[config.mk]
export PLATFORM = sky130hd
export DESIGN_NAME = hfb_ctrl_flat
export DESIGN_NICKNAME = d
export VERILOG_FILES = /design/src/sv/hfb_pkg.sv /design/src/sv/hfb_in_if.sv /design/src/sv/hfb_ctrl.sv /design/src/flat_wrapper.sv
export SDC_FILE = /design/constraint.sdc
export NUM_CORES = 1
export LEC_CHECK = 0
export ABC_AREA = 1
export BUFFER_PORTS_ARGS = -buffer_cell sky130_fd_sc_hd__buf_2
export CORE_ASPECT_RATIO = 1.4
export CORE_UTILIZATION = 52
export CTS_BUF_LIST = sky130_fd_sc_hd__clkbuf_16
export CTS_CLUSTER_DIAMETER = 60
export CTS_CLUSTER_SIZE = 10
export DETAILED_ROUTE_END_ITERATION = 8
export GPL_TIMING_DRIVEN = 0
export HOLD_SLACK_MARGIN = 0.02
export PLACE_DENSITY = 0.77
export SLEW_MARGIN = 10
export SYNTH_ARGS = -nofsm -noshare
export SYNTH_HDL_FRONTEND = slang
export SYNTH_SLANG_ARGS = --single-unit
[constraint.sdc]
create_clock -name clk -period 4.5 [get_ports clk]
set_input_delay 0.9 -clock clk [delete_from_list [all_inputs] [get_ports clk]]
set_output_delay 0.9 -clock clk [all_outputs]
set_load 0.01 [all_outputs]
[src/sv/hfb_pkg.sv]
// Package for the 2-D byte Haar transform block: sizes, register indexes,
// the buffered group record and the small arithmetic helpers.
// No dependencies; hfb_out_if, hfb_ctrl, hfb_out and the top level import it.
package hfb_pkg;

  localparam int STRIDE_MAX = 4096;
  localparam int ROWS_MAX   = 4096;
  localparam int STRIDE_LIM = STRIDE_MAX & ~3;

  localparam int CNT_W      = 12;
  localparam int DIM_W      = 13;
  localparam int RAW_W      = 14;
  localparam int WIDTH_W    = 11;
  localparam int HEIGHT_W   = 13;
  localparam int CFG_DATA_W = 13;
  localparam int CFG_IDX_W  = 2;
  localparam int PAIR_DEPTH = STRIDE_MAX / 2;
  localparam int ADDR_W     = $clog2(PAIR_DEPTH);
  localparam int PAIR_W     = 16;
  localparam int ARITH_W    = 11;

  localparam logic signed [ARITH_W-1:0] COEFF_BIAS = 11'sd64;

  typedef enum logic [CFG_IDX_W-1:0] {
    REG_WIDTH  = 2'd0,
    REG_HEIGHT = 2'd1
  } cfg_reg_t;

  typedef logic signed [ARITH_W-1:0] arith_t;

  // One pending 2x2 group. When from_ram is set the top pair comes from the
  // row memory and a0/a1 form the bottom pair; otherwise a0/a1 are the top
  // pair and the bottom pair is zero.
  typedef struct packed {
    logic [7:0]       a0;
    logic [7:0]       a1;
    logic             from_ram;
    logic [CNT_W-1:0] row_lo;
    logic [CNT_W-1:0] row_hi;
    logic [CNT_W-1:0] col_lo;
    logic [CNT_W-1:0] col_hi;
    logic             frame_end;
  } group_t;

  // Signed division by 2**sh, truncating toward zero.
  function automatic arith_t div_trunc(input arith_t x, input int unsigned sh);
    arith_t mag;
    arith_t q;
    mag = (x < 0) ? -x : x;
    q   = mag >>> sh;
    return (x < 0) ? -q : q;
  endfunction

  function automatic logic [7:0] to_coeff_byte(input arith_t v);
    arith_t biased;
    biased = v + COEFF_BIAS;
    return biased[7:0];
  endfunction

  function automatic arith_t widen(input logic [7:0] b);
    return $signed({3'b000, b});
  endfunction

endpackage

[src/sv/hfb_in_if.sv]
// Input channel of the Haar block: one image byte per item.
// Depends on nothing but the handshake convention valid/ready.
interface hfb_in_if;
  logic       valid;
  logic       ready;
  logic [7:0] data_byte;

  modport source (output valid, output data_byte, input ready);
  modport sink   (input valid, input data_byte, output ready);
endinterface

[src/sv/hfb_ctrl.sv]
// Input side of the Haar block: configuration, raster counters, held byte,
// row memory addressing and the one-group stage that waits for the read.
// Depends on hfb_pkg and hfb_in_if.
module hfb_ctrl (
  input  logic                         clk,
  input  logic                         rst,
  input  logic                         cfg_we,
  input  logic [hfb_pkg::CFG_IDX_W-1:0]  cfg_index,
  input  logic [hfb_pkg::CFG_DATA_W-1:0] cfg_data,
  hfb_in_if.sink                       pixel_ch,
  input  logic                         grp_pop,
  output logic                         grp_valid,
  output hfb_pkg::group_t              grp,
  output logic                         ram_we,
  output logic                         ram_re,
  output logic [hfb_pkg::ADDR_W-1:0]   ram_addr,
  output logic [hfb_pkg::PAIR_W-1:0]   ram_wdata
);
  import hfb_pkg::*;

  logic [WIDTH_W-1:0]  width_pixels;
  logic [HEIGHT_W-1:0] height_rows;
  logic [CNT_W-1:0]    col_count;
  logic [CNT_W-1:0]    row_count;
  logic [7:0]          held_byte;

  logic [WIDTH_W-1:0]  w_eff;
  logic [RAW_W-1:0]    stride_raw;
  logic [DIM_W-1:0]    stride;
  logic [DIM_W-1:0]    height_eff;
  logic [DIM_W-1:0]    col_inc;
  logic [DIM_W-1:0]    row_inc;
  logic                last_row;
  logic                last_col;
  logic                accept;
  logic                emit;
  logic [CNT_W-1:0]    half_rows;
  logic [CNT_W-1:0]    half_stride;
  group_t              grp_next;

  always_comb begin
    w_eff      = (width_pixels == '0) ? WIDTH_W'(1) : width_pixels;
    stride_raw = (RAW_W'(w_eff) * RAW_W'(3) + RAW_W'(3)) & ~RAW_W'(3);
    stride     = (stride_raw > RAW_W'(STRIDE_LIM)) ? DIM_W'(STRIDE_LIM)
                                                    : stride_raw[DIM_W-1:0];
    if (height_rows == '0) begin
      height_eff = DIM_W'(1);
    end else if (height_rows > HEIGHT_W'(ROWS_MAX)) begin
      height_eff = DIM_W'(ROWS_MAX);
    end else begin
      height_eff = height_rows;
    end
    half_rows   = CNT_W'((height_eff + DIM_W'(1)) >> 1);
    half_stride = CNT_W'(stride >> 1);

    col_inc  = {1'b0, col_count} + DIM_W'(1);
    row_inc  = {1'b0, row_count} + DIM_W'(1);
    last_row = ({1'b0, row_count} == height_eff - DIM_W'(1));
    last_col = ({1'b0, col_count} == stride - DIM_W'(1));

    pixel_ch.ready = !grp_valid || grp_pop;
    accept         = pixel_ch.valid && pixel_ch.ready;
    emit           = col_count[0] && (row_count[0] || last_row);

    ram_addr  = col_count[CNT_W-1:1];
    ram_wdata = {held_byte, pixel_ch.data_byte};
    ram_we    = accept && !row_count[0] && col_count[0];
    ram_re    = accept && row_count[0] && col_count[0];

    grp_next.a0        = held_byte;
    grp_next.a1        = pixel_ch.data_byte;
    grp_next.from_ram  = row_count[0];
    grp_next.row_lo    = row_count >> 1;
    grp_next.row_hi    = (row_count >> 1) + half_rows;
    grp_next.col_lo    = col_count >> 1;
    grp_next.col_hi    = (col_count >> 1) + half_stride;
    grp_next.frame_end = last_row && last_col;
  end

  always_ff @(posedge clk) begin
    if (rst) begin
      width_pixels <= WIDTH_W'(640);
      height_rows  <= HEIGHT_W'(480);
      col_count    <= '0;
      row_count    <= '0;
      held_byte    <= '0;
      grp_valid    <= 1'b0;
    end else begin
      if (cfg_we && (cfg_index == REG_WIDTH || cfg_index == REG_HEIGHT)) begin
        if (cfg_index == REG_WIDTH) begin
          width_pixels <= cfg_data[WIDTH_W-1:0];
        end else begin
          height_rows <= cfg_data[HEIGHT_W-1:0];
        end
        col_count <= '0;
        row_count <= '0;
      end else if (accept) begin
        if (col_inc >= stride) begin
          col_count <= '0;
          row_count <= (row_inc >= height_eff) ? '0 : row_inc[CNT_W-1:0];
        end else begin
          col_count <= col_inc[CNT_W-1:0];
        end
      end
      if (accept && !col_count[0]) begin
        held_byte <= pixel_ch.data_byte;
      end
      if (accept && emit) begin
        grp_valid <= 1'b1;
      end else if (grp_pop) begin
        grp_valid <= 1'b0;
      end
    end
  end

  always_ff @(posedge clk) begin
    if (accept && emit) begin
      grp <= grp_next;
    end
  end

  // The column counter never reaches the stride.
  assert property (@(posedge clk) disable iff (rst) {1'b0, col_count} < stride)
    else $error("column counter beyond stride");

  // The row counter never reaches the effective height.
  assert property (@(posedge clk) disable iff (rst) {1'b0, row_count} < height_eff)
    else $error("row counter beyond height");

  // A waiting group is not lost or overwritten before it is taken.
  assert property (@(posedge clk) disable iff (rst)
                   grp_valid && !grp_pop |=> grp_valid && $stable(grp))
    else $error("pending group lost");

endmodule

[src/flat_wrapper.sv]
// flat-port wrapper written by rule: the top's interface ports become plain ports
module hfb_ctrl_flat import hfb_pkg::*;
  (clk, rst, cfg_we, cfg_index, cfg_data, grp_pop, grp_valid, grp, ram_we, ram_re, ram_addr, ram_wdata, pixel_ch_valid, pixel_ch_data_byte, pixel_ch_ready);
  hfb_in_if pixel_ch_i ();
  input  logic clk;
  input  logic rst;
  input  logic cfg_we;
  input  logic [hfb_pkg::CFG_IDX_W-1:0] cfg_index;
  input  logic [hfb_pkg::CFG_DATA_W-1:0] cfg_data;
  input  logic grp_pop;
  output logic grp_valid;
  output hfb_pkg::group_t grp;
  output logic ram_we;
  output logic ram_re;
  output logic [hfb_pkg::ADDR_W-1:0] ram_addr;
  output logic [hfb_pkg::PAIR_W-1:0] ram_wdata;
  input wire logic [$bits(pixel_ch_i.valid)-1:0] pixel_ch_valid;
  input wire logic [$bits(pixel_ch_i.data_byte)-1:0] pixel_ch_data_byte;
  output wire logic [$bits(pixel_ch_i.ready)-1:0] pixel_ch_ready;
  assign pixel_ch_i.valid = pixel_ch_valid;
  assign pixel_ch_i.data_byte = pixel_ch_data_byte;
  assign pixel_ch_ready = pixel_ch_i.ready;
  hfb_ctrl u_core (.clk(clk), .rst(rst), .cfg_we(cfg_we), .cfg_index(cfg_index), .cfg_data(cfg_data), .pixel_ch(pixel_ch_i), .grp_pop(grp_pop), .grp_valid(grp_valid), .grp(grp), .ram_we(ram_we), .ram_re(ram_re), .ram_addr(ram_addr), .ram_wdata(ram_wdata));
endmodule
* Word level (Yosys, flattened, before mapping)
Cells that the tools add are included.
** Cells by class
- Add/sub/neg operators :: 8
- $mul :: 1
- $lt $le $gt $ge :: 4
- Equality and inequality tests :: 3
- Multiplexer cells :: 8
- Bitwise logic cells :: 1
- Reductions and logical operators :: 24
** Operator list (number)
- $mux 13 :: 3
- $add 12x1->13 const B :: 2
- $eq 12x13->1 :: 2
- $ge 13x13->1 :: 2
- $sub 13x1->13 const B :: 2
- $add 11x12->12 :: 2
- $mux 12 :: 2
- $add 13x2->14 const B :: 1
- $gt 14x13->1 const B :: 1
- $add 13x1->13 const B :: 1
- $gt 13x13->1 const B :: 1
- $logic_not 13->1 :: 1
- $mul 11x2->13 const B :: 1
- $logic_not 11->1 :: 1
- $mux 11 :: 1
- $logic_and 1x1->1 :: 10
- $reduce_and 2->1 :: 3
- $logic_not 1->1 :: 3
- $logic_or 1x1->1 :: 3
- $eq 2x1->1 const B :: 1
- $logic_not 2->1 :: 1
- $mux 1 :: 2
- $reduce_bool 2->1 :: 1
- $reduce_or 2->1 :: 1
- $not 1->1 :: 1
** Storage, ports and cells
- Bits in registers :: 121
- Input bits :: 28
- Output and inout port bits :: 97
- Logic and storage cells :: 63

* Depth between registers and ports, before layout
- Depth after elaboration :: 9
- Depth in mapped cells :: 33
- Depth with buffers taken out :: 32

* Worst setup path before layout
No wires, ideal clock.
- Path type :: reg-to-reg
- Start :: register u_core.width_pixels[2]
- End :: register u_core.row_count[10]
- Library setup time :: 0.065 ns
- Arrival :: 4.133 ns
- Required time :: 4.435 ns
- Setup slack :: 0.302 ns
- Stages on the path, launching flop included :: 31
- Buffers on the path :: 2
- Clock period less this slack :: 4.198 ns
- Cell sequence :: dfxtp_1 inv_2 ha_1 nand4_1 nor2_1 nor2_1 ha_1 ha_1 a21oi_1 nand3_1 nand2_1 nand2_1 nand2_1 nand2_1 nor2_1 nand3_1 nand2_2 buf_6 nand2_2 ha_1 nand3_1 nor3_1 nand4_1 nand2_1 inv_1 nor2_1 inv_1 nor2_1 clkbuf_1 a22oi_1 nor2_1
** On the way
- Word-level cells in the longest chain between the ends :: 8
** Ends and longest elaborated chain
- start, declared :: RTL line hfb_ctrl.sv:21 : logic [WIDTH_W-1:0] width_pixels;
- start signal, assigned :: RTL line hfb_ctrl.sv:91 : width_pixels <= cfg_data[WIDTH_W-1:0];
- $logic_not 11->1 :: RTL line hfb_ctrl.sv:42 : w_eff = (width_pixels == '0) ? WIDTH_W'(1) : width_pixels;
- $mux 11 * :: RTL line hfb_ctrl.sv:42
- $mul 11x2->13 * :: RTL line hfb_ctrl.sv:43 : stride_raw = (RAW_W'(w_eff) * RAW_W'(3) + RAW_W'(3)) & ~RAW_W'(3);
- $add 13x2->14 * :: RTL line hfb_ctrl.sv:43
- $gt 14x13->1 :: RTL line hfb_ctrl.sv:44 : stride = (stride_raw > RAW_W'(STRIDE_LIM)) ? DIM_W'(STRIDE_LIM)
- $mux 13 * :: RTL line hfb_ctrl.sv:44
- $ge 13x13->1 * :: RTL line hfb_ctrl.sv:98 : if (col_inc >= stride) begin
- $reduce_and 2->1 (no source line) *
- end signal, assigned :: RTL line hfb_ctrl.sv:100 : row_count <= (row_inc >= height_eff) ? '0 : row_inc[CNT_W-1:0];
- end, declared :: RTL line hfb_ctrl.sv:24 : logic [CNT_W-1:0] row_count;
Every way passes the cells marked *; elsewhere a longest branch is shown, timed or not.
A chain may end at the register's enable or synchronous reset.

==> impl_metrics.tcl <==
set metrics [dict create \
    yosysWarningCount 0 \
    detail_route.wirelength_um 20300 \
    gp_congestion 0.870 \
    synth.avg_cell_area_um2 7.93 \
    timing.max_slew.rel_slack_pct 57.1 \
    critical_path.max_stage_delay_ps 330 \
    post_route_cells_drive_above_1_share_pct 29.3 \
    maxClockFrequency_mhz 217 \
    final.setup_skew_ps 10.9 \
    power_leakage_uw 0.00496 \
    netlist_area_um2 7950 \
    cp_slowest_cell "dfxtp_2" \
    cellInternalPower_uw 2230 \
    antenna_left 0 \
    syn-instance-count 1002 \
    std_cell_rows 53 \
    cts_root_buf "clkbuf_16" \
    critPathMaxFanout 6 \
    cts_inserted_buffers 17 \
    timing.critical_path.from_type "flip-flop" \
    power_density_nw_per_um2 312 \
    diodes 0 \
    first_global_vias 6590 \
    synth.distinct_cells 45 \
    pwr-share-seq_pct 37.6 \
    io_buffers 121 \
    core-area_um2 15000 \
    buffer_depth_of_the_longest_clock_path 2 \
    insertion_delay_ps 420 \
    clk_pin_slew_ps 60 \
    yosysSeqAreaShare_pct 38.2 \
    worst_path_dominant_cell_family "simple AND/OR/NAND/NOR gates" \
    p_sw_uw 936 \
    timing.final.ws_setup_ps -102 \
    drt_iter0_drc 331 \
    power.ir.vdd_worst_uv 240 \
    most_common_library_cell_in_the_layout_ignoring_fill_and_taps "nand2_1" \
    switching_share_pct 29.6 \
    worst_pin_slew_ps 636 \
    layout.nets 1272 \
    worst_setup_path_end_kind "flip-flop" \
    synth-edff-count 63 \
    grt_start_max_net_pins 40 \
    grt_remaining_overflow 0 \
    post_drt_wl_per_cell_um 14.8 \
    cts_tree "done" \
    drv_slew 0 \
    die_outline_width_um 106 \
    clock_tree.htree_level_count 4 \
    grt_setup_unrepaired "true" \
    timing.setup.critical_path_class "reg -> reg" \
    hpwlAfterDp_um 13800 \
    postSynth.asyncResetShare_pct 0 \
    synthToLayoutAreaGrowth_pct 27.5 \
    worstPathRequired_ps 4670 \
    avgViaCountPerCell 5.31 \
    layout.core_utilization_pct 67.6 \
    worstHoldPathType "reg -> reg" \
    routed-via-count 7316 \
    critical_path_arrival_ps 4770 \
    dominantRegCellSynth "edfxtp_1" \
    setup_viol 13 \
    dieHeight_um 148 \
    pin_count 125 \
    path_buf_inv 4 \
    pwr-share-comb_pct 18.1 \
    grt_first_pass_wirelength_um 30200 \
    start_util_pct 53.0 \
    grt_use_total_pct 24.1 \
    initial_antenna_violation_count 0 \
    detail_route.first_pass.iterations 5 \
    totalPowerFinal_uw 3170 \
    layout_worst_path_cycle_share_pct 102 \
    ys_seq_elements 120 \
    drv_cap 0 \
    failing_checks "negative setup slack" \
    clock_power_share_pct 44.3 \
    final-hold-violation-count 0 \
    die_outline_area_um2 15800 \
    drt_drc_violations_left 0 \
    outcome "finished, violations left" \
    most-common-layout-cells "186 x nand2_1, 122 x buf_2, 110 x inv_1" \
    clkSinkCount 120 \
    min_period_ps 4600 \
]
## stage by stage
stage,setup TNS (ps),hold slack [ps],cell area (um^2),std cells,setup WS [ps]
finish,-505,461,10100,1377,-102
global route,-4730,471,10100,1377,-321
CTS,-5.77,457,9680,1362,-5.77
detailed placement,-7780,441,8820,1317,-465
global placement,-24650,441,8800,1316,-386
floorplan,0,432,7950,1003,302
## final timing paths
check | startpoint | end | slack [ps] | cells after the start
worst max register to register | u_core.width_pixels[6]$_SDFFE_PP0P_ | u_core.grp[12]$_DFFE_PP_ | -100 | 31
worst max-delay path | u_core.width_pixels[6]$_SDFFE_PP0P_ | u_core.grp[12]$_DFFE_PP_ | -100 | 31
worst min register to register | u_core.held_byte[3]$_SDFFE_PP0P_ | u_core.grp[61]$_DFFE_PP_ | 460 | 0
worst min-delay path | u_core.held_byte[3]$_SDFFE_PP0P_ | u_core.grp[61]$_DFFE_PP_ | 460 | 0
## cell usage after synthesis, types with 14 or more instances
library cell | count | area share, %
ha_1 | 70 | 11
edfxtp_1 | 63 | 24
xor2_1 | 50 | 5.5
dfxtp_1 | 57 | 14
nand4_1 | 15 | 1.2
clkbuf_1 | 14 | 0.66
inv_1 | 122 | 5.8
buf_4 | 31 | 2.9
nand2_1 | 211 | 10
o21ai_0 | 38 | 2.4
nor2_1 | 105 | 5.0
nand3_1 | 63 | 4.0
a21oi_1 | 71 | 4.5
## worst register-to-register path, delay by kind of cell, from the launching register on
kind	cells	cell delay, ps
fa+ha+maj	4	1020
xor+xnor	1	70
flops	1	330
simple gates	16	1690
compound gates	6	850
buf+inv	4	390
## registers in the layout, summed over array words and instances, names as in the netlist
signal	flops
u_core.col_count	12
u_core.grp	63
u_core.grp_valid	1
u_core.height_rows	13
u_core.held_byte	8
u_core.row_count	12
u_core.width_pixels	11
## timing repair
item                       CTS  global route
hold buffers                 0             0
buffers inserted            12            14
setup endpoints to repair   26            30
gates cloned                 1             1
pin swaps                   14            46
hold endpoints to repair     0             0
gates resized for setup     34            92
## power groups by stage
stage	Combinational [uW]	Clock, uW	Sequential, uW
after floorplan	358	0	1210
after global placement	455	0	1210
after detailed placement	464	0	1210
after CTS	495	1410	1190
after global routing	630	1460	1190
final	572	1400	1190
## cell families (layout without fill, tap and decap cells)
group                      after synthesis  in the layout  synth area share (%)
adders and majority gates               72             72                  11.5
AOI/OAI and AO/OA                      139            139                  9.89
other                                    1              2                0.0472
and+or+nand+nor                        428            428                  23.4
DFF                                    120            120                  38.2
buffers and inverters                  181            363                  10.3
xor gates and xnor gates                61             61                  6.72
## per-layer routing
layer / part of all wire (%) / vias to the layer above / routed length [um] / track usage [%]
met2: 52 / 259 / 10600 / 44.1
met3: 5.0 / 47 / 1020 / 4.47
met1: 40 / 3392 / 8140 / 27.7
met4: 2.7 / 0 / 543 / 9.11
li1: - / 3618 / - / -
met5: 0 / - / 0 / 0
## layout make-up
cell class                 instances  area [um^2]
tap                              192          240
fill                            1164         4850
clock inverter                    15          181
multi-input combinational        702         4550
timing repair buffer             150          855
sequential                       120         3040
buffer                            49          354
inverter                         132          498
clock buffer                      17          425
No activity file was read; power rests on OpenSTA's default activity.
