## src/sv/hfb_pkg.sv

```systemverilog
// Package for the 2-D byte Haar transform block: sizes, register indexes,
// the buffered group record and the small arithmetic helpers.
// No dependencies; hfb_out_if, hfb_ctrl, hfb_out and the top level import it.
package hfb_pkg;

  localparam int STRIDE_MAX = 4096;
  localparam int ROWS_MAX   = 4096;
  localparam int STRIDE_LIM = STRIDE_MAX & ~3;

  localparam int CNT_W      = 12;
  localparam int DIM_W      = 13;
  localparam int RAW_W      = 14;
  localparam int WIDTH_W    = 11;
  localparam int HEIGHT_W   = 13;
  localparam int CFG_DATA_W = 13;
  localparam int CFG_IDX_W  = 2;
  localparam int PAIR_DEPTH = STRIDE_MAX / 2;
  localparam int ADDR_W     = $clog2(PAIR_DEPTH);
  localparam int PAIR_W     = 16;
  localparam int ARITH_W    = 11;

  localparam logic signed [ARITH_W-1:0] COEFF_BIAS = 11'sd64;

  typedef enum logic [CFG_IDX_W-1:0] {
    REG_WIDTH  = 2'd0,
    REG_HEIGHT = 2'd1
  } cfg_reg_t;

  typedef logic signed [ARITH_W-1:0] arith_t;

  // One pending 2x2 group. When from_ram is set the top pair comes from the
  // row memory and a0/a1 form the bottom pair; otherwise a0/a1 are the top
  // pair and the bottom pair is zero.
  typedef struct packed {
    logic [7:0]       a0;
    logic [7:0]       a1;
    logic             from_ram;
    logic [CNT_W-1:0] row_lo;
    logic [CNT_W-1:0] row_hi;
    logic [CNT_W-1:0] col_lo;
    logic [CNT_W-1:0] col_hi;
    logic             frame_end;
  } group_t;

  // Signed division by 2**sh, truncating toward zero.
  function automatic arith_t div_trunc(input arith_t x, input int unsigned sh);
    arith_t mag;
    arith_t q;
    mag = (x < 0) ? -x : x;
    q   = mag >>> sh;
    return (x < 0) ? -q : q;
  endfunction

  function automatic logic [7:0] to_coeff_byte(input arith_t v);
    arith_t biased;
    biased = v + COEFF_BIAS;
    return biased[7:0];
  endfunction

  function automatic arith_t widen(input logic [7:0] b);
    return $signed({3'b000, b});
  endfunction

endpackage

```

## src/sv/hfb_out_if.sv

```systemverilog
// Output channel of the Haar block: one coefficient with its frame position.
// Depends on hfb_pkg for the position width.
interface hfb_out_if;
  import hfb_pkg::*;

  logic             valid;
  logic             ready;
  logic [7:0]       coeff_byte;
  logic [CNT_W-1:0] out_row;
  logic [CNT_W-1:0] out_col;
  logic             group_last;
  logic             frame_last;

  modport source (output valid, output coeff_byte, output out_row, output out_col,
                  output group_last, output frame_last, input ready);
  modport sink   (input valid, input coeff_byte, input out_row, input out_col,
                  input group_last, input frame_last, output ready);
endinterface

```

## src/sv/hfb_out.sv

```systemverilog
// Output side of the Haar block: the 2x2 arithmetic and a four-beat buffer
// that sends LL, LH, HL and HH in turn. Depends on hfb_pkg and hfb_out_if.
module hfb_out (
  input  logic                       clk,
  input  logic                       rst,
  input  logic                       grp_valid,
  input  hfb_pkg::group_t            grp,
  input  logic [hfb_pkg::PAIR_W-1:0] ram_rdata,
  output logic                       grp_pop,
  hfb_out_if.source                  coeff_ch
);
  import hfb_pkg::*;

  arith_t t0, t1, b0, b1;
  arith_t s0, s1, d0, d1;
  logic [7:0] coeff_next [4];

  logic [7:0]       coeff [4];
  logic [CNT_W-1:0] row_lo, row_hi, col_lo, col_hi;
  logic             frame_end;
  logic [1:0]       beat;
  logic             busy;
  logic             take;
  logic             last_beat;

  always_comb begin
    if (grp.from_ram) begin
      t0 = widen(ram_rdata[15:8]);
      t1 = widen(ram_rdata[7:0]);
      b0 = widen(grp.a0);
      b1 = widen(grp.a1);
    end else begin
      t0 = widen(grp.a0);
      t1 = widen(grp.a1);
      b0 = '0;
      b1 = '0;
    end
    s0 = div_trunc(t0 + b0, 2);
    d0 = div_trunc(t0 - b0, 2);
    s1 = div_trunc(t1 + b1, 2);
    d1 = div_trunc(t1 - b1, 2);
    coeff_next[0] = to_coeff_byte(div_trunc(s0 + s1, 1));
    coeff_next[1] = to_coeff_byte(div_trunc(s0 - s1, 1));
    coeff_next[2] = to_coeff_byte(div_trunc(d0 + d1, 1));
    coeff_next[3] = to_coeff_byte(div_trunc(d0 - d1, 1));

    take      = busy && coeff_ch.ready;
    last_beat = (beat == 2'd3);
    grp_pop   = grp_valid && (!busy || (take && last_beat));

    coeff_ch.valid      = busy;
    coeff_ch.coeff_byte = coeff[beat];
    coeff_ch.out_row    = beat[1] ? row_hi : row_lo;
    coeff_ch.out_col    = beat[0] ? col_hi : col_lo;
    coeff_ch.group_last = last_beat;
    coeff_ch.frame_last = last_beat && frame_end;
  end

  always_ff @(posedge clk) begin
    if (rst) begin
      busy <= 1'b0;
      beat <= '0;
    end else if (grp_pop) begin
      busy <= 1'b1;
      beat <= '0;
    end else if (take) begin
      beat <= beat + 2'd1;
      if (last_beat) begin
        busy <= 1'b0;
      end
    end
  end

  always_ff @(posedge clk) begin
    if (grp_pop) begin
      coeff     <= coeff_next;
      row_lo    <= grp.row_lo;
      row_hi    <= grp.row_hi;
      col_lo    <= grp.col_lo;
      col_hi    <= grp.col_hi;
      frame_end <= grp.frame_end;
    end
  end

  // A stalled coefficient keeps its place in the group.
  assert property (@(posedge clk) disable iff (rst)
                   busy && !coeff_ch.ready |=> busy && $stable(beat))
    else $error("beat advanced while stalled");

  // A new group is only loaded into a free or draining buffer.
  assert property (@(posedge clk) disable iff (rst)
                   grp_pop && busy |-> last_beat && coeff_ch.ready)
    else $error("group loaded over a busy buffer");

  // The end of the frame is always the end of a group.
  assert property (@(posedge clk) disable iff (rst)
                   coeff_ch.valid && coeff_ch.frame_last |-> coeff_ch.group_last)
    else $error("frame end inside a group");

endmodule

```

## src/flat_wrapper.sv

```systemverilog
// flat-port wrapper written by rule: the top's interface ports become plain ports
module hfb_out_flat import hfb_pkg::*;
  (clk, rst, grp_valid, grp, ram_rdata, grp_pop, coeff_ch_valid, coeff_ch_coeff_byte, coeff_ch_out_row, coeff_ch_out_col, coeff_ch_group_last, coeff_ch_frame_last, coeff_ch_ready);
  hfb_out_if coeff_ch_i ();
  input  logic clk;
  input  logic rst;
  input  logic grp_valid;
  input  hfb_pkg::group_t grp;
  input  logic [hfb_pkg::PAIR_W-1:0] ram_rdata;
  output logic grp_pop;
  output wire logic [$bits(coeff_ch_i.valid)-1:0] coeff_ch_valid;
  output wire logic [$bits(coeff_ch_i.coeff_byte)-1:0] coeff_ch_coeff_byte;
  output wire logic [$bits(coeff_ch_i.out_row)-1:0] coeff_ch_out_row;
  output wire logic [$bits(coeff_ch_i.out_col)-1:0] coeff_ch_out_col;
  output wire logic [$bits(coeff_ch_i.group_last)-1:0] coeff_ch_group_last;
  output wire logic [$bits(coeff_ch_i.frame_last)-1:0] coeff_ch_frame_last;
  input wire logic [$bits(coeff_ch_i.ready)-1:0] coeff_ch_ready;
  assign coeff_ch_valid = coeff_ch_i.valid;
  assign coeff_ch_coeff_byte = coeff_ch_i.coeff_byte;
  assign coeff_ch_out_row = coeff_ch_i.out_row;
  assign coeff_ch_out_col = coeff_ch_i.out_col;
  assign coeff_ch_group_last = coeff_ch_i.group_last;
  assign coeff_ch_frame_last = coeff_ch_i.frame_last;
  assign coeff_ch_i.ready = coeff_ch_ready;
  hfb_out u_core (.clk(clk), .rst(rst), .grp_valid(grp_valid), .grp(grp), .ram_rdata(ram_rdata), .grp_pop(grp_pop), .coeff_ch(coeff_ch_i));
endmodule
```

## config.mk

```make
export PLATFORM = sky130hd
export DESIGN_NAME = hfb_out_flat
export DESIGN_NICKNAME = d
export VERILOG_FILES = /design/src/sv/hfb_pkg.sv /design/src/sv/hfb_out_if.sv /design/src/sv/hfb_out.sv /design/src/flat_wrapper.sv
export SDC_FILE = /design/constraint.sdc
export NUM_CORES = 1
export LEC_CHECK = 0
export BUFFER_PORTS_ARGS = -buffer_cell sky130_fd_sc_hd__buf_2
export CAP_MARGIN = 20
export CORE_MARGIN = 3
export CORE_UTILIZATION = 34
export CTS_CLUSTER_DIAMETER = 50
export DETAILED_ROUTE_END_ITERATION = 8
export PLACE_DENSITY = 0.61
export RECOVER_POWER = 100
export SLEW_MARGIN = 20
export SYNTH_ARGS = -nofsm -noshare
export SYNTH_HDL_FRONTEND = slang
export SYNTH_SLANG_ARGS = --single-unit
```

## constraint.sdc

```tcl
create_clock -name clk -period 13.75 [get_ports clk]
set_clock_uncertainty 0.05 [all_clocks]
set_input_delay 0 -clock clk [delete_from_list [all_inputs] [get_ports clk]]
set_output_delay 0 -clock clk [all_outputs]
set_load 0.02 [all_outputs]
```

# Word-level counts from Yosys, hierarchy flattened
# Cells that the tools add are included.
# classes
n_lt_le_gt_ge,9
n_eq_ne,1
n_div,0
bitwise_logic,1
mux,28
shift,0
n_mul,0
reduce_logical,10
add_sub_neg,29
# op_table
cell,n
"less-than comparator 11 x 1 -> 1 bit, second input constant",8
2-to-1 mux 11 bit,8
2-to-1 mux 8 bit,10
negation 11 bit,4
negation 9 -> 11 bit,4
2-to-1 mux 9 bit,4
negation 9 bit,4
"adder 8 bit, second input constant",4
negation 8 bit,4
2-to-1 mux 12 bit,2
adder 11 bit,2
subtractor 11 bit,2
adder 8 x 8 -> 9 bit,2
subtractor 8 x 8 -> 9 bit,2
binary-select mux 8 bit (select 2 bit),1
logical AND 1 bit,4
nonzero test 2 bit,2
">= comparator 3 bit, second input constant",1
2-to-1 mux 1 bit,3
inverter 2 -> 3 bit,1
"adder 2 x 1 -> 2 bit, second input constant",1
"== test 2 bit, second input constant",1
AND reduction 2 bit,1
OR reduction 2 bit,1
other kinds (2),2
# word_totals
ramBits,0
in_bits,86
regBits,84
word_cells,89
latchBits,0
out_inout_bits,36
rom_bits,0
memories,0

# Longest topological paths before layout
# Gate-level depths: netlist of run 1.
# depth
ltp_word,12
mapped_depth,40
ltp_nobuf,36

# Least setup slack after synthesis of run 1
# Ideal clock, no wire load.
# synth_path
kind,input port to flip-flop
from,input grp[49] in the netlist's numbering
to,"register u_core.coeff[7] in the netlist's numbering, data pin"
setup_slack_ns,6.680
setup_ns,0.259
n_path_buf,4
arrival_time_ns,6.761
stages,37
path_cell_list,clkbuf_1 buf_1 mux2_2 fa_1 a21o_1 a21oi_1 nand2b_1 a31o_2 and2_1 xor2_1 inv_1 ha_1 o211a_1 o21ai_0 xnor2_1 ha_1 clkbuf_1 nor2b_1 o21ai_0 nand2b_1 a21oi_1 o21bai_1 a21oi_1 o41ai_1 xor2_1 clkbuf_1 nor2b_1 xnor2_1 ha_1 a21boi_0 nor4b_1 a21oi_1 a21oi_1 nand2_1 xnor2_1 xnor2_1 xnor2_1
# synth_rtl
item,line_no,source
from (decl),flat_wrapper.sv:8,input hfb_pkg::group_t grp;
to (signal assigned),hfb_out.sv:76,coeff <= coeff_next;
to (decl),hfb_out.sv:18,logic [7:0] coeff [4];

==> metrics.cfg, run 1 <==
[finish]
syn_to_final_growth_pct = 21.8
fin_nets = 1094
drive_gt1_frac = 0.176
n_antenna_cell = 0
seq_area_sq_um = 2490
fillCellCount = 2081
multi_input_comb_area_sq_um = 4570

[critical_path]
reg2regPathDepth = 5
rr_startpoint = u_core.beat[1]$_SDFFE_PP0P_
criticalPathCategory = input pin to flip-flop
critical_path.endpoint = u_core.coeff[7]$_DFFE_PP_
rr_endpoint = u_core.col_lo[10]$_DFFE_PP_
slowest_delay_ns = 0.98
cp_num_cells = 36
crit_required_ns = 13.78
cp_num_buf_inv = 3
cp_slowest_cell = clkbuf_1
cp_top_family = compound AO/OA/AOI/OAI gates
rrSetupSlack_ns = 7.95
cp_max_fo = 32
setup.worst_path.start_class = input pin
critPathArrivalTime_ns = 8.21
crit_start = grp[49]
endpoint_kind = flip-flop

[cts]
cts_tree = yes
hold_buffers = 51
cts_max_path_buffers = 2
cts_setup_buffers = 0
cts_resized = 0
root_buffer = clkbuf_16
cts_buffers = 9
cts.sinks = 84
cts.clk_slew.worst_paths_ns = 0.06
clk_latency_ns = 0.34
cts_htree_levels = 3

[routing]
avgViaCountPerCell = 4.82
drt_iter0_drc = 321
drc_errors = 0
post_drt_wl_per_cell_um = 14.1
finalWirelength_um = 17000
via_count = 5815
ant_nets = 0
dr.pass1.iters = 4

[timing]
tightest_slew_ns = 2.14
hold_viol = 0
finalCritPeriodShare = 0.594
setup_violations = 0
slew_violations = 64
holdWs_ns = 0.0367
fin_tns_setup_ns = 0
slew_headroom = -0.428
rsz0062_at_grt = false
min_period_ns = 8.17
fmax_mhz = 122

[synth]
syn_area_sq_um = 7440
yosys-top-cells-area = edfxtp_1, ha_1, xnor2_1, mux2_2, xor2_1
ys_types = 67
synth_largest_area_cell = edfxtp_1
async_flop_share = 0
yosysSeqAreaShare = 0.335
syn_avg_cell_area_sq_um = 9.79
synth_top_area_frac = 0.327
synthesis.nets = 927
ys_warn_count = 0
ys_ff_latch = 84
netlist_instances = 760
synth_edf_count = 81
synth_ff_type = edfxtp_1

[pwr]
power.leakage_uw = 0.00378
power_density_nw_per_um2 = 219
ir_drop_mv = 0.107

[placed_design]
numPortBuffers = 121
hpwl_um = 13100
gp_congestion = 0.840

[floorplanning]
fp-row-count = 53
die_x_um = 154
start_util = 0.349
dieArea_sq_um = 23700
die_h_um = 154
io-pin-count = 122
coreArea_sq_um = 21300

[global_routing]
grt_max_degree = 44
grt_overflow = 0
grt_pass1_wl_um = 28000
grt_pass1_vias = 5749
grt_antenna_before_repair = 0
grtUsageTotal = 0.142

[flow_run]
maxCapViolCount = 2

[outcome]
violations = capacitance limit, slew limit
status = finished, violations left

[hold_path]
hp-class = input pin to flip-flop

[cells by family (layout without fill, tap and decap cells)]
kind of cell	count (synthesis)	after routing	synth area share
AND/OR/NAND/NOR	220	220	0.141
buffers and inverters	90	262	0.0489
adder cells (fa/ha/maj)	81	81	0.142
flip-flops	84	84	0.335
XOR/XNOR	92	92	0.110
AO/OA/AOI/OAI	140	140	0.131
multiplexers	53	53	0.0918
[registers in the layout, summed over array words and instances, names as in the netlist]
register,cells
u_core.beat,2
u_core.coeff,32
u_core.coeff_ch.valid,1
u_core.col_hi,12
u_core.col_lo,12
u_core.frame_end,1
u_core.row_hi,12
u_core.row_lo,12
[worst register-to-register path, stage by stage, from the launching register on]
cell and delay (ns):
dfxtp_1 1.01, ha_1 0.37, a21boi_0 0.14, nor2b_1 1.05, clkbuf_1 1.12, clkbuf_1 1.63
[metrics by stage]
step / worst slack [ns] / cells / power [uW] / instance area [sq um] / util
after detailed placement: 5.85 / 1139 / 1740 / 8310 / 0.391
after global routing: 4.58 / 1207 / 2160 / 9060 / 0.426
after global placement: 6.08 / 1139 / 1730 / 8310 / 0.391
final: 5.58 / 1207 / 1980 / 9060 / 0.426
after CTS: 6.18 / 1206 / 2000 / 9130 / 0.429
after floorplan: 6.68 / 760 / 1460 / 7440 / -
[routing by layer]
layer  GRT usage  part of all wire  vias up
met4      0.0311             0.011        0
li1            -                 -     3000
met2       0.248              0.49      117
met1       0.184              0.46     2683
met3      0.0256             0.036       15
met5           0                 0        -
[layout make-up]
type / count / area share
Clock buffer: 11 / 0.0268
Clock inverter: 5 / 0.00663
Inverter: 71 / 0.0294
Multi-Input combinational cell: 586 / 0.505
Sequential cell: 84 / 0.275
Tap cell: 275 / 0.0380
Timing Repair Buffer: 175 / 0.119
[cell usage after synthesis (5+ instances only)]
library cell  count
a21o_1           12
a21oi_1          38
a31oi_1           6
and2_1            9
and3_1            7
clkbuf_1         11
edfxtp_1         81
fa_1              6
ha_1             75
inv_1            71
mux2_2           39
mux2i_1           5
mux4_2            8
nand2_1          57
nand2b_1         14
nand3_1          13
nand3b_1          6
nor2_1           69
nor2b_1          10
nor3_1           13
nor4_1            5
o21a_1            7
o21ai_0          25
o21ai_1           5
o21bai_1          9
or2_2             6
or3_1             5
xnor2_1          55
xor2_1           35
[worst min path at each step]
stage / startpoint / endpoint / cells past startpoint
after floorplan: rst / u_core.coeff_ch.valid$_SDFFE_PP0P_ / 1
after global placement: grp[44] / u_core.row_lo[7]$_DFFE_PP_ / 1
after global routing: coeff_ch_ready / u_core.beat[1]$_SDFFE_PP0P_ / 4
after CTS: coeff_ch_ready / u_core.beat[0]$_SDFFE_PP0P_ / 4
final: coeff_ch_ready / u_core.beat[0]$_SDFFE_PP0P_ / 4
after detailed placement: grp[38] / u_core.row_lo[1]$_DFFE_PP_ / 1
[cell usage in the layout (no fill, tap or decap), types with 3 or more instances in the layout]
cell type / netlist / routed
dfxtp_1: 3 / 3
fa_1: 6 / 6
nor4_1: 5 / 5
nor2_1: 69 / 69
and2_1: 9 / 8
buf_2: 3 / 85
nand3_1: 13 / 13
and3_1: 7 / 7
o21bai_1: 9 / 9
xor2_1: 35 / 35
nor2b_1: 10 / 10
o21ai_0: 25 / 25
a21oi_1: 38 / 38
o22ai_1: 3 / 3
mux2i_1: 5 / 6
nand2_1: 57 / 57
mux2_2: 39 / 38
a31oi_1: 6 / 6
inv_1: 71 / 71
or3_1: 5 / 5
nor3_1: 13 / 13
a21o_1: 12 / 12
a21boi_0: 3 / 3
dlygate4sd3_1: 0 / 51
nand2b_1: 14 / 14
xnor2_1: 55 / 56
o21ai_1: 5 / 5
or2_2: 6 / 6
edfxtp_1: 81 / 81
clkbuf_1: 11 / 40
mux4_2: 8 / 8
o21a_1: 7 / 7
ha_1: 75 / 75
clkbuf_16: 0 / 9
nand3b_1: 6 / 6
[power breakdown]
group / switching, uW / internal (uW)
registers: 14.9 / 394
clock network: 93.4 / 146
logic: 797 / 536
Power figures use the tool's default switching activity.
==> run 2: changes to the inputs <==
--- a/config.mk
+++ b/config.mk
@@ -11,7 +11,7 @@
 export CORE_UTILIZATION = 34
 export CTS_CLUSTER_DIAMETER = 50
 export DETAILED_ROUTE_END_ITERATION = 8
-export PLACE_DENSITY = 0.61
+export PLACE_DENSITY = 0.63
 export RECOVER_POWER = 100
 export SLEW_MARGIN = 20
 export SYNTH_ARGS = -nofsm -noshare
==> constraint.sdc (replaced) <==
create_clock -name clk -period 6.6 [get_ports clk]
set_clock_uncertainty 0.05 [all_clocks]
set_input_delay 0 -clock clk [delete_from_list [all_inputs] [get_ports clk]]
set_output_delay 0 -clock clk [all_outputs]
set_load 0.02 [all_outputs]
==> run 2 against run 1 <==
Compared with the run above: final cell count grew 3.0%; first-iteration DRC count grew 17%; sequential share of layout area shrank 1.1 points; final area grew 4.0%; highest routed layer unchanged; combinational power grew 130%; non-clock buffer count grew 36; critical endpoint is now u_core.coeff[15]$_DFFE_PP_; utilization grew 1.7 points; worst setup slack lost 5.1 ns; via count grew 3.7%; sequential power grew 110%; critical path type unchanged; the flow now finishes without violations.
==> metrics.cfg, run 2 (same netlist as run 1, synthesis figures left out) <==
[outcome]
status = completed  ; was finished, violations left

[routing]
post_drt_wl_per_cell_um = 14.2  ; was 14.1 um
avgViaCountPerCell = 4.85  ; was 4.82
finalWirelength_um = 17700  ; was 17000 um
ant_nets = 0  ; unchanged
drc_errors = 0  ; unchanged
via_count = 6033  ; was 5815
dr.pass1.iters = 5  ; was 4
drt_iter0_drc = 377  ; was 321

[cts]
cts_htree_levels = 3  ; unchanged
root_buffer = clkbuf_16  ; unchanged
cts.clk_slew.worst_paths_ns = 0.06  ; about the same
cts_max_path_buffers = 2  ; unchanged
cts_tree = yes  ; unchanged
cts.sinks = 84  ; unchanged
clk_latency_ns = 0.33  ; was 0.34 ns
cts_buffers = 9  ; unchanged

[pwr]
power.share.switching = 0.448  ; was 0.457
power.leakage_uw = 0.00397  ; was 0.00378 uW
combPwrFrac = 0.696  ; was 0.673
p_switching_uw = 1950  ; was 905 uW
ir_drop_mv = 0.268  ; was 0.107 mV
intPower_uw = 2410  ; was 1080 uW
power_frac_clock = 0.109  ; was 0.121
power_density_nw_per_um2 = 463  ; was 219 nW/um^2
p_seq_frac = 0.195  ; was 0.206

[timing]
min_period_ns = 6.14
slew_headroom = 0.0295  ; was -0.428
slew_violations = 0  ; was 64
fmax_mhz = 163
setup_violations = 0  ; unchanged
setup_ws_ns = 0.465  ; was 5.58 ns
finalCritPeriodShare = 0.930
tightest_slew_ns = 1.46  ; was 2.14 ns
hold_viol = 0  ; unchanged

[floorplanning]
io-pin-count = 122  ; unchanged
die_h_um = 154  ; unchanged
fp-row-count = 53  ; unchanged
coreArea_sq_um = 21300  ; unchanged
dieArea_sq_um = 23700  ; unchanged
start_util = 0.349  ; unchanged
die_x_um = 154  ; unchanged

[finish]
drive_gt1_frac = 0.233  ; was 0.176
fin_area_sq_um = 9420  ; was 9060 sq um
fin_nets = 1130  ; was 1094
final_common_cell = buf_2  ; unchanged
largest-register = u_core.coeff  ; unchanged
largest_register_ffs = 32  ; unchanged
n_antenna_cell = 0  ; unchanged
syn_to_final_growth_pct = 26.6  ; was 21.8%
utilization = 0.443  ; was 0.426
final_cell_mix = buf_2, edfxtp_1, inv_1, ha_1, nor2_1  ; was buf_2, edfxtp_1, ha_1

[critical_path]
endpoint_kind = flip-flop  ; unchanged
rr_startpoint = u_core.beat[1]$_SDFFE_PP0P_  ; unchanged
slowest_delay_ns = 0.46  ; was 0.98 ns
cp_slowest_cell = o31ai_1  ; was clkbuf_1
crit_required_ns = 6.63  ; was 13.78 ns
setup.worst_path.start_class = input pin  ; unchanged
criticalPathCategory = input pin to flip-flop  ; unchanged
cp_max_fo = 5  ; was 32
crit_start = grp[49]  ; unchanged
critPathArrivalTime_ns = 6.17  ; was 8.21 ns

[hold_path]
hp-class = input pin to flip-flop  ; unchanged
hp-start = coeff_ch_ready  ; unchanged

[global_routing]
grt_overflow = 0  ; unchanged
grt_antenna_before_repair = 0  ; unchanged
grt_pass1_vias = 5909  ; was 5749
grt_max_degree = 58  ; was 44
grt_pass1_wl_um = 28800  ; was 28000 um
grtUsageTotal = 0.145  ; was 0.142

[placed_design]
gp_congestion = 0.859  ; was 0.840
placed_cell_area_sq_um = 8560  ; was 8310 sq um
hpwl_um = 13700  ; was 13100 um
numPortBuffers = 121  ; unchanged
dp_slack_ns = -0.0727  ; was 5.85 ns

[flow_run]
maxCapViolCount = 0  ; was 2

==> run 2: changes by cell type in the layout (fill, tap and decap cells not counted), sizes merged <==
cell,previous run,this run
bufinv,1,0
inv,72,71
clkinvlp,1,2
clkbuf,50,49
buf,85,124
clkinv,2,1
==> run 2: stage by stage <==
stage	instances	total power (uW)	TNS [ns]	hold slack, ns
after CTS	1235	4260	0	0.0243
after detailed placement	1168	3750	-0.134	0.128
after floorplan	760	3080	0	0.0224
after global routing	1243	4750	-0.0446	0.0520
final	1243	4360	0	0.0377
after global placement	1168	3730	0	0.126
==> run 2: what timing repair did <==
| action | CTS | global route |
|---|---|---|
| endpoints found under the hold margin | 52 | 0 |
| hold buffers | 51 | 0 |
| setup endpoints to repair | 0 | 5 |
| resized for setup | 0 | 16 |
| setup buffers | 0 | 8 |
==> run 2: cell type report <==
class | count | area, sq um
Multi-Input combinational cell | 586 | 4670
Clock buffer | 13 | 270
Sequential cell | 84 | 2490
Fill cell | 2049 | 11900
Timing Repair Buffer | 211 | 1360
Tap cell | 275 | 344
Inverter | 71 | 267
Clock inverter | 3 | 20.0
==> run 2: critical path, delay by kind of cell <==
family,cells,cell delay (ns)
AO/OA/AOI/OAI,12,2.39
adder cells (fa/ha/maj),5,1.60
XOR/XNOR,4,0.82
AND/OR/NAND/NOR,6,0.74
buffers and inverters,4,0.37
multiplexers,1,0.25
==> run 2: power by group through the flow <==
| stage | logic [uW] | registers (uW) | clock network [uW] |
|---|---|---|---|
| after detailed placement | 2890 | 863 | 0 |
| after CTS | 2920 | 854 | 485 |
| final | 3040 | 852 | 474 |
| after global placement | 2870 | 863 | 0 |
| after floorplan | 2230 | 847 | 0 |
| after global routing | 3380 | 863 | 508 |
==> run 2: path summary, 6_finish.rpt <==
path / endpoint / slack [ns] / depth (start not counted)
max: u_core.coeff[15]$_DFFE_PP_ / 0.46 / 32
min reg2reg: u_core.beat[0]$_SDFFE_PP0P_ / 0.62 / 3
min: u_core.beat[0]$_SDFFE_PP0P_ / 0.04 / 4
max reg2reg: u_core.row_lo[4]$_DFFE_PP_ / 3.27 / 4
==> run 2: per-layer routing <==
metal | GRT usage | share of wire
met1 | 0.189 | 0.46
met2 | 0.257 | 0.48
met3 | 0.0180 | 0.048
met4 | 0.0357 | 0.013
met5 | 0 | 0
